$ cat config.mk
export PLATFORM = sky130hd
export DESIGN_NAME = rtcm3_frame_checker_unit
export DESIGN_NICKNAME = d
export VERILOG_FILES = /design/src/rtl/rfc_pkg.sv /design/src/rtl/rtcm3_frame_checker_unit.sv /design/src/rtl/rfc_framer.sv /design/src/rtl/rfc_health.sv
export SDC_FILE = /design/constraint.sdc
export NUM_CORES = 1
export LEC_CHECK = 0
export BUFFER_PORTS_ARGS = -buffer_cell sky130_fd_sc_hd__buf_2
export CAP_MARGIN = 0
export CORE_MARGIN = 1
export CORE_UTILIZATION = 49
export DETAILED_ROUTE_END_ITERATION = 10
export MAX_ROUTING_LAYER = met4
export PLACE_DENSITY = 0.68
export SLEW_MARGIN = 5
export SYNTH_ARGS = -nofsm -noshare
export SYNTH_HDL_FRONTEND = slang
export SYNTH_SLANG_ARGS = --single-unit
$ cat constraint.sdc
create_clock -name clk -period 5.5 [get_ports clk]
set_clock_uncertainty 0.2 [all_clocks]
set_input_delay 1.1 -clock clk [delete_from_list [all_inputs] [get_ports clk]]
set_output_delay 1.1 -clock clk [all_outputs]
set_load 0.02 [all_outputs]
$ cat src/rtl/rfc_pkg.sv
// ----------------------------------------------------------------------------
// rfc_pkg: shared types and constants of the RTCM 3 frame checker
// Phase and verdict codes, issue levels, register indexes and the
// byte-wide CRC-24Q update.
// ----------------------------------------------------------------------------
`default_nettype none

package rfc_pkg;

	localparam logic [7:0]  PREAMBLE   = 8'hD3;
	localparam logic [1:0]  LEN_HI_MASK = 2'h3;
	localparam logic [23:0] CRC24Q_POLY = 24'h864CFB; // 0x1864CFB without the x^24 term
	localparam int unsigned LEN_W      = 10;
	localparam int unsigned THR_W      = 10;
	localparam logic [LEN_W-1:0] CRC_BYTES = 10'd3;

	typedef enum logic [2:0] {
		PH_HUNT    = 3'd0,
		PH_HDR1    = 3'd1,
		PH_HDR2    = 3'd2,
		PH_PAYLOAD = 3'd3,
		PH_CRC     = 3'd4
	} phase_t;

	typedef enum logic [2:0] {
		VERDICT_NONE    = 3'd0,
		VERDICT_GOOD    = 3'd1,
		VERDICT_EMPTY   = 3'd2,
		VERDICT_ZERO    = 3'd3,
		VERDICT_CRC_BAD = 3'd4
	} verdict_t;

	typedef enum logic [2:0] {
		LEVEL_NONE     = 3'd0,
		LEVEL_WARN     = 3'd1,
		LEVEL_ESCALATE = 3'd2,
		LEVEL_ERROR    = 3'd3,
		LEVEL_FATAL    = 3'd4
	} level_t;

	localparam logic REG_WARN_THRESHOLD  = 1'b0;
	localparam logic REG_FATAL_THRESHOLD = 1'b1;

	// Per-item framing marks handed from the framer to the health tracker
	typedef struct packed {
		logic             in_frame;
		logic             start;
		logic             last;
		verdict_t         verdict;
		logic [LEN_W-1:0] length;
	} frame_info_t;

	// MSB-first CRC-24Q over one byte, no reflection
	function automatic logic [23:0] crc24q_byte(input logic [23:0] crc, input logic [7:0] b);
		logic [23:0] c;
		logic        top;
		c = crc ^ {b, 16'h0000};
		for (int k = 0; k < 8; k++) begin
			top = c[23];
			c = {c[22:0], 1'b0};
			if (top) begin
				c = c ^ CRC24Q_POLY;
			end
		end
		return c;
	endfunction

endpackage

`default_nettype wire

$ cat src/rtl/rtcm3_frame_checker_unit.sv
// ----------------------------------------------------------------------------
// rtcm3_frame_checker_unit: RTCM 3 framing and CRC-24Q check on a byte stream
// Hunts for the preamble, parses the length, checks CRC-24Q and tracks health.
// ----------------------------------------------------------------------------
// The item of a byte is held in the input register, then moves to the output
// register, where it waits until it is taken.
// Throughput: one byte per cycle; the CRC-24Q update is byte-wide.
// The input register and output register both stay full under back-pressure,
// so a new byte is taken in every cycle that the output side drains.
// Reset (arst_n low, asynchronous): framer hunts, count and fatal clear,
// thresholds return to 3 and 10, both stream stages empty.
`default_nettype none

module rtcm3_frame_checker_unit #(
	parameter int unsigned COUNT_MAX = 1023
) (
	input  wire         clk,
	input  wire         arst_n,
	// Byte stream in
	input  wire         s_axis_tvalid,
	output logic        s_axis_tready,
	input  wire  [7:0]  s_axis_tdata,   // [7:0] data_byte
	// Checked stream out
	output logic        m_axis_tvalid,
	input  wire         m_axis_tready,
	output logic [39:0] m_axis_tdata,   // [7:0] out_byte, [10:8] verdict,
	                                    // [20:11] frame length, [23:21] issue_level,
	                                    // [33:24] bad_count, [34] fatal, [39:35] zero
	output logic [1:0]  m_axis_tuser,   // [0] in_frame, [1] frame_start
	output logic        m_axis_tlast,   // frame_end
	// Configuration writes
	input  wire         cfg_we,
	input  wire         cfg_index,
	input  wire  [9:0]  cfg_data
);

	logic                 valid_s1;
	logic [7:0]           data_s1;
	logic                 advance;
	rfc_pkg::frame_info_t info;
	rfc_pkg::level_t      level;
	logic [9:0]           bad_count;
	logic                 fatal;

	logic                 out_valid_q;
	logic [39:0]          out_data_q;
	logic [1:0]           out_user_q;
	logic                 out_last_q;

	// Move the held byte to the output register when that register is free
	// or is being emptied this cycle; the framer state moves with it.
	assign advance       = valid_s1 && (!out_valid_q || m_axis_tready);
	assign s_axis_tready = !valid_s1 || advance;

	always_ff @(posedge clk or negedge arst_n) begin
		if (!arst_n) begin
			valid_s1 <= 1'b0;
		end else if (s_axis_tready) begin
			valid_s1 <= s_axis_tvalid;
		end
	end

	// Payload register: load on accept only
	always_ff @(posedge clk) begin
		if (s_axis_tready && s_axis_tvalid) begin
			data_s1 <= s_axis_tdata;
		end
	end

	rfc_framer u_framer (
		.clk       (clk),
		.arst_n    (arst_n),
		.advance   (advance),
		.data_byte (data_s1),
		.info      (info)
	);

	rfc_health #(
		.COUNT_MAX (COUNT_MAX)
	) u_health (
		.clk       (clk),
		.arst_n    (arst_n),
		.cfg_we    (cfg_we),
		.cfg_index (cfg_index),
		.cfg_data  (cfg_data),
		.advance   (advance),
		.info      (info),
		.level     (level),
		.bad_count (bad_count),
		.fatal     (fatal)
	);

	always_ff @(posedge clk or negedge arst_n) begin
		if (!arst_n) begin
			out_valid_q <= 1'b0;
		end else if (advance) begin
			out_valid_q <= 1'b1;
		end else if (m_axis_tready) begin
			out_valid_q <= 1'b0;
		end
	end

	// Hold the result until taken
	always_ff @(posedge clk) begin
		if (advance) begin
			out_data_q <= {5'b00000, fatal, bad_count, level, info.length,
				info.verdict, data_s1};
			out_user_q <= {info.start, info.in_frame};
			out_last_q <= info.last;
		end
	end

	assign m_axis_tvalid = out_valid_q;
	assign m_axis_tdata  = out_data_q;
	assign m_axis_tuser  = out_user_q;
	assign m_axis_tlast  = out_last_q;

`ifndef ASSERT_OFF
	a_last_verdict: assert property (@(posedge clk) disable iff (!arst_n)
		m_axis_tvalid && m_axis_tlast |-> m_axis_tdata[10:8] != rfc_pkg::VERDICT_NONE)
		else $error("frame end item without verdict");
	a_level_only_on_end: assert property (@(posedge clk) disable iff (!arst_n)
		m_axis_tvalid && m_axis_tdata[23:21] != rfc_pkg::LEVEL_NONE |-> m_axis_tlast)
		else $error("issue level outside frame end");
	a_bad_counts: assert property (@(posedge clk) disable iff (!arst_n)
		m_axis_tvalid && m_axis_tlast && m_axis_tdata[10:8] != rfc_pkg::VERDICT_GOOD
		|-> m_axis_tdata[23:21] != rfc_pkg::LEVEL_NONE)
		else $error("bad frame without issue level");
	a_start_in_frame: assert property (@(posedge clk) disable iff (!arst_n)
		m_axis_tvalid && m_axis_tuser[1] |-> m_axis_tuser[0])
		else $error("frame start outside frame");
`endif

endmodule

`default_nettype wire

$ cat src/rtl/rfc_framer.sv
// ----------------------------------------------------------------------------
// rfc_framer: preamble hunt, header parse, payload and CRC tracking
// Advances one byte per enable and reports the framing marks of that byte.
// ----------------------------------------------------------------------------
`default_nettype none

module rfc_framer (
	input  wire                       clk,
	input  wire                       arst_n,
	input  wire                       advance,
	input  wire  [7:0]                data_byte,
	output rfc_pkg::frame_info_t      info
);

	rfc_pkg::phase_t             phase_q, phase_d;
	logic [rfc_pkg::LEN_W-1:0]   len_q, len_d;
	logic [rfc_pkg::LEN_W-1:0]   pos_q, pos_d;
	logic [23:0]                 crc_q, crc_d;
	logic [23:0]                 rx_q, rx_d;
	logic                        zero_q, zero_d;
	logic [23:0]                 crc_upd;

	assign crc_upd = rfc_pkg::crc24q_byte(crc_q, data_byte);

	// Next state
	always_comb begin
		phase_d = phase_q;
		len_d   = len_q;
		pos_d   = pos_q;
		crc_d   = crc_q;
		rx_d    = rx_q;
		zero_d  = zero_q;
		unique case (phase_q)
			rfc_pkg::PH_HDR1: begin
				len_d   = {data_byte[1:0] & rfc_pkg::LEN_HI_MASK, 8'h00};
				crc_d   = crc_upd;
				phase_d = rfc_pkg::PH_HDR2;
			end
			rfc_pkg::PH_HDR2: begin
				len_d   = {len_q[9:8], data_byte};
				crc_d   = crc_upd;
				pos_d   = '0;
				phase_d = (len_d == '0) ? rfc_pkg::PH_CRC : rfc_pkg::PH_PAYLOAD;
			end
			rfc_pkg::PH_PAYLOAD: begin
				crc_d = crc_upd;
				if (data_byte != 8'h00) begin
					zero_d = 1'b0;
				end
				pos_d = pos_q + 1'b1;
				if (pos_d >= len_q) begin
					pos_d   = '0;
					phase_d = rfc_pkg::PH_CRC;
				end
			end
			rfc_pkg::PH_CRC: begin
				rx_d  = {rx_q[15:0], data_byte};
				pos_d = pos_q + 1'b1;
				if (pos_d >= rfc_pkg::CRC_BYTES) begin
					pos_d   = '0;
					phase_d = rfc_pkg::PH_HUNT;
				end
			end
			default: begin
				if (data_byte == rfc_pkg::PREAMBLE) begin
					len_d   = '0;
					pos_d   = '0;
					rx_d    = '0;
					zero_d  = 1'b1;
					crc_d   = rfc_pkg::crc24q_byte(24'h000000, data_byte);
					phase_d = rfc_pkg::PH_HDR1;
				end else begin
					phase_d = rfc_pkg::PH_HUNT;
				end
			end
		endcase
	end

	// Outputs
	always_comb begin
		info          = '0;
		info.in_frame = 1'b1;
		info.verdict  = rfc_pkg::VERDICT_NONE;
		info.length   = len_q;
		unique case (phase_q)
			rfc_pkg::PH_HDR1, rfc_pkg::PH_HDR2: begin
				info.length = len_d;
			end
			rfc_pkg::PH_PAYLOAD: begin
				info.length = len_q;
			end
			rfc_pkg::PH_CRC: begin
				if (phase_d == rfc_pkg::PH_HUNT) begin
					info.last = 1'b1;
					if (len_q == '0) begin
						info.verdict = rfc_pkg::VERDICT_EMPTY;
					end else if (zero_q) begin
						info.verdict = rfc_pkg::VERDICT_ZERO;
					end else if (rx_d != crc_q) begin
						info.verdict = rfc_pkg::VERDICT_CRC_BAD;
					end else begin
						info.verdict = rfc_pkg::VERDICT_GOOD;
					end
				end
			end
			default: begin
				info.length   = '0;
				info.start    = (data_byte == rfc_pkg::PREAMBLE);
				info.in_frame = (data_byte == rfc_pkg::PREAMBLE);
			end
		endcase
	end

	always_ff @(posedge clk or negedge arst_n) begin
		if (!arst_n) begin
			phase_q <= rfc_pkg::PH_HUNT;
			len_q   <= '0;
			pos_q   <= '0;
			crc_q   <= '0;
			rx_q    <= '0;
			zero_q  <= 1'b1;
		end else if (advance) begin
			phase_q <= phase_d;
			len_q   <= len_d;
			pos_q   <= pos_d;
			crc_q   <= crc_d;
			rx_q    <= rx_d;
			zero_q  <= zero_d;
		end
	end

`ifndef ASSERT_OFF
	a_last_has_verdict: assert property (@(posedge clk) disable iff (!arst_n)
		info.last |-> info.verdict != rfc_pkg::VERDICT_NONE)
		else $error("frame end without verdict");
	a_start_from_hunt: assert property (@(posedge clk) disable iff (!arst_n)
		advance && info.start |=> phase_q == rfc_pkg::PH_HDR1)
		else $error("preamble did not open header");
	a_crc_leads_to_hunt: assert property (@(posedge clk) disable iff (!arst_n)
		advance && info.last |=> phase_q == rfc_pkg::PH_HUNT)
		else $error("frame end did not return to hunt");
`endif

endmodule

`default_nettype wire

$ cat src/rtl/rfc_health.sv
// ----------------------------------------------------------------------------
// rfc_health: consecutive-failure count, escalation level, sticky fatal
// Holds the two threshold registers written through the config port.
// ----------------------------------------------------------------------------
`default_nettype none

module rfc_health #(
	parameter int unsigned COUNT_MAX = 1023
) (
	input  wire                         clk,
	input  wire                         arst_n,
	input  wire                         cfg_we,
	input  wire                         cfg_index,
	input  wire  [rfc_pkg::THR_W-1:0]   cfg_data,
	input  wire                         advance,
	input  wire rfc_pkg::frame_info_t   info,
	output rfc_pkg::level_t             level,
	output logic [9:0]                  bad_count,
	output logic                        fatal
);

	localparam int unsigned CW   = $clog2(COUNT_MAX + 1);
	localparam int unsigned CMPW = (CW > rfc_pkg::THR_W) ? CW : rfc_pkg::THR_W;
	localparam logic [CW-1:0] CNT_SAT = CW'(COUNT_MAX);

	logic [rfc_pkg::THR_W-1:0] warn_q, fatal_thr_q;
	logic [CW-1:0]             cnt_q, cnt_d;
	logic                      fatal_q, fatal_d;
	logic [CMPW-1:0]           cnt_ext, wt, ft;
	logic                      bad;

	assign bad = info.last && (info.verdict != rfc_pkg::VERDICT_GOOD);

	// A threshold of zero acts as one
	assign wt = CMPW'((warn_q == '0) ? rfc_pkg::THR_W'(1) : warn_q);
	assign ft = CMPW'((fatal_thr_q == '0) ? rfc_pkg::THR_W'(1) : fatal_thr_q);

	always_comb begin
		cnt_d   = cnt_q;
		fatal_d = fatal_q;
		level   = rfc_pkg::LEVEL_NONE;
		if (info.last && !bad) begin
			cnt_d = '0;
		end else if (bad) begin
			if (cnt_q < CNT_SAT) begin
				cnt_d = cnt_q + 1'b1;
			end
		end
		cnt_ext = CMPW'(cnt_d);
		if (bad) begin
			priority if (cnt_ext < wt) begin
				level = rfc_pkg::LEVEL_WARN;
			end else if (cnt_ext < ft) begin
				level = (cnt_ext == wt) ? rfc_pkg::LEVEL_ESCALATE : rfc_pkg::LEVEL_ERROR;
			end else begin
				level   = rfc_pkg::LEVEL_FATAL;
				fatal_d = 1'b1;
			end
		end
	end

	assign bad_count = cnt_ext[9:0];
	assign fatal     = fatal_d;

	always_ff @(posedge clk or negedge arst_n) begin
		if (!arst_n) begin
			warn_q      <= 10'd3;
			fatal_thr_q <= 10'd10;
		end else if (cfg_we) begin
			unique case (cfg_index)
				rfc_pkg::REG_WARN_THRESHOLD:  warn_q      <= cfg_data;
				rfc_pkg::REG_FATAL_THRESHOLD: fatal_thr_q <= cfg_data;
				default: ;
			endcase
		end
	end

	always_ff @(posedge clk or negedge arst_n) begin
		if (!arst_n) begin
			cnt_q   <= '0;
			fatal_q <= 1'b0;
		end else if (advance) begin
			cnt_q   <= cnt_d;
			fatal_q <= fatal_d;
		end
	end

`ifndef ASSERT_OFF
	a_fatal_sticky: assert property (@(posedge clk) disable iff (!arst_n)
		fatal_q |=> fatal_q)
		else $error("fatal flag cleared");
	a_count_bounded: assert property (@(posedge clk) disable iff (!arst_n)
		cnt_q <= CNT_SAT)
		else $error("failure count beyond saturation");
	a_good_clears: assert property (@(posedge clk) disable iff (!arst_n)
		advance && info.last && !bad |=> cnt_q == '0)
		else $error("good frame did not clear count");
`endif

endmodule

`default_nettype wire

==> flow_summary.yaml <==
run_status:
  status: "complete, no violations"
clock_tree:
  cts_made_buffers: 17
  postCtsSetupRepairBufs: 0
  cts_tree: "built"
  cts.sinks: 151
  h-tree-depth: 4
  cts_hold_buf: 0
  cts.repair.resized: 0
  cts_root_buf: "clkbuf_16"
  clkLatencyLatePin_ns: 0.43
  path_clk_slew_ns: 0.06
  cts.path.max_buffers: 2
place:
  gp_congestion: 0.882
  portBuffers: 63
  dpl_worst_slack_ns: 0.535
  placed_area_um2: 9330
  hpwl_mm: 14.7
global_route:
  grt_pass1_vias: 6448
  grt-ovfl-total: 0
  grtUsageTotal: 0.245
  grt_max_degree: 48
  grt_pass1_wl_mm: 33.8
  antenna_found_initial: 0
setup_path:
  worst-setup-path-type: "reg -> reg"
  path_max_fanout: 46
  cp-start-kind: "register"
  critPathRequiredTime_ns: 5.48
  end_kind: "register"
  cp_data_arrival_time_ns: 5.00
timing:
  setup_viol: 0
  fmax_ghz: 0.199
  fin_crit_sh: 0.912
  min_period_ns: 5.02
  rsz0062_at_grt: "no"
  layout_setup_ws_ns: 0.485
  setup_tns_ns: 0
  worstMarginPinSlew_ns: 1.13
  slew_headroom: 0.244
  hold_viol_final: 0
  timing.final.max_slew_violations: 0
cells_and_area:
  fin_area_um2: 9880
  drive_gt1_frac: 0.157
  fin_util: 0.567
  final_nets: 988
  areaGrowthSynthToFinish_pct: 12.2
  n_antenna_cell: 0
floorplanning:
  coreArea_um2: 17400
  start_util: 0.505
  pin_count: 69
  die-area_um2: 18500
  die_w_um: 136
  rows: 48
  die_h_um: 136
synth:
  synth_edf_count: 46
  synth_cell_types: 66
  synthFlopType: "dfrtp_1"
  synth_top_area_frac: 0.284
  netlist_area_um2: 8800
  syn_inst: 874
  yosys_register_bits: 151
  synth_common_cells: "dfrtp_1, nand2_1, o21ai_0"
  yosysSeqAreaShare: 0.456
  synthArstFlopShare: 0.695
  synth.area.top_cells: "dfrtp_1, edfxtp_1, xnor2_1"
  syn_area_per_cell_um2: 10.1
  synth_area_leader_cell: "dfrtp_1"
  yosysWarnings: 0
  synth.most_common_cell: "dfrtp_1"
route:
  vias_per_cell: 5.70
  drt-initial-drc-count: 401
  routedWlPerCell_um: 17.8
  dr_total_vias: 6661
  dr.pass1.iters: 5
  routed_wirelength_mm: 20.8
  drc_errors: 0
  ant_nets: 0
power_and_ir_drop:
  leakage_nw: 4.33
  ir_drop_v: 0.000393
  power.density_nw_per_um2: 576
  finalPower_mw: 5.69
worst_hold_path:
  hold_path.class: "reg -> reg"
flow_run:
  drv_cap: 0
## worst paths after layout
path | start | cells after the start | to | slack, ns
setup / recovery | u_framer.phase_q[0] | 17 | m_axis_tdata[34] | 0.48
hold / removal | u_framer.rx_q[16] | 2 | u_framer.rx_q[16] | 0.28
setup reg to reg | u_framer.phase_q[0] | 17 | m_axis_tdata[34] | 0.48
hold reg to reg | u_framer.rx_q[16] | 2 | u_framer.rx_q[16] | 0.28
max in group asynchronous | arst_n | 2 | u_framer.rx_q[13] | 3.79
min in group asynchronous | arst_n | 1 | u_health.warn_q[8] | 0.42
## sequential cells by signal, summed over array words and instances (netlist names)
signal	flops
valid_s1	1
u_framer.len_q	10
u_health.fatal_thr_q	10
u_health.warn_q	10
m_axis_tvalid	1
data_s1	8
u_health.fatal_q	1
u_health.cnt_q	10
u_framer.phase_q	3
m_axis_tuser	2
u_framer.crc_q	24
m_axis_tdata	35
u_framer.rx_q	24
m_axis_tlast	1
u_framer.pos_q	10
u_framer.zero_q	1
## report_power, final
group | switching (mW) | leakage [nW] | internal, mW | total, mW
Sequential | 0.346 | 1.74 | 1.50 | 1.84
Combinational | 1.54 | 2.33 | 1.22 | 2.76
Clock | 0.471 | 0.255 | 0.622 | 1.09
## cell usage in the layout, fill, tap and decap left out, types with 4 or more instances in the layout
master,instances
a21oi_1,30
inv_1,42
buf_2,62
o211ai_1,6
nand3_1,10
nand2_1,80
and3_1,8
nor3_1,13
edfxtp_1,46
nor4_1,10
o21a_1,8
or3_1,26
nand2b_1,6
dfrtp_1,100
mux2_2,14
xor2_1,20
buf_4,26
a21o_1,12
and2_1,9
a22o_1,37
a211oi_1,4
clkbuf_16,17
nor2b_1,4
dfstp_2,5
nand4_1,26
mux2i_1,24
a21boi_0,7
conb_1,5
o31ai_1,9
nor2_1,38
xnor2_1,59
a31oi_1,9
nor3b_1,5
o21ai_0,71
ha_1,34
clkbuf_1,4
## cells by family after synthesis
group | synth area share
AO/OA/AOI/OAI | 0.159
buffers and inverters | 0.0492
flip-flops | 0.456
multiplexers | 0.0478
other | 0.000426
adder cells (fa/ha/maj) | 0.0483
XOR/XNOR | 0.0830
AND/OR/NAND/NOR | 0.156
## worst max-delay path, stage by stage, from the launching register on
cell and delay, ns:
dfrtp_1 0.49, or3_1 0.47, a211oi_4 0.25, buf_4 0.35, or3_1 0.16, nand4_1 0.11
nor4_2 0.43, nand4_2 0.29, o21a_1 0.24, ha_1 0.33, a21o_1 0.17, a21o_1 0.17
a21oi_1 0.14, o211ai_1 0.11, a211oi_1 0.25, nand3b_1 0.18, and3_4 0.21, or2_1 0.20
## per-layer routing
layer | vias up | wire length, um | global-route usage
li1 | 3260 | - | -
met1 | 3211 | 9870 | 0.334
met2 | 148 | 9600 | 0.367
met3 | 42 | 784 | 0.0466
met4 | 0 | 511 | 0.0827
met5 | - | 0 | -
## metrics by stage
step	std cells	hold slack, ns
global route	1168	0.307
detailed placement	1136	0.262
floorplan	878	0.221
global placement	1136	0.259
finish	1168	0.276
CTS	1168	0.279
## final cells by class
cell class | count | area (um2)
multi-input combinational | 629 | 4370
inverter | 43 | 161
fill | 1565 | 7540
timing repair buffer | 88 | 505
tap | 225 | 282
clock inverter | 11 | 101
sequential | 151 | 4020
clock buffer | 21 | 440
(Power assumes the default switching activity.)
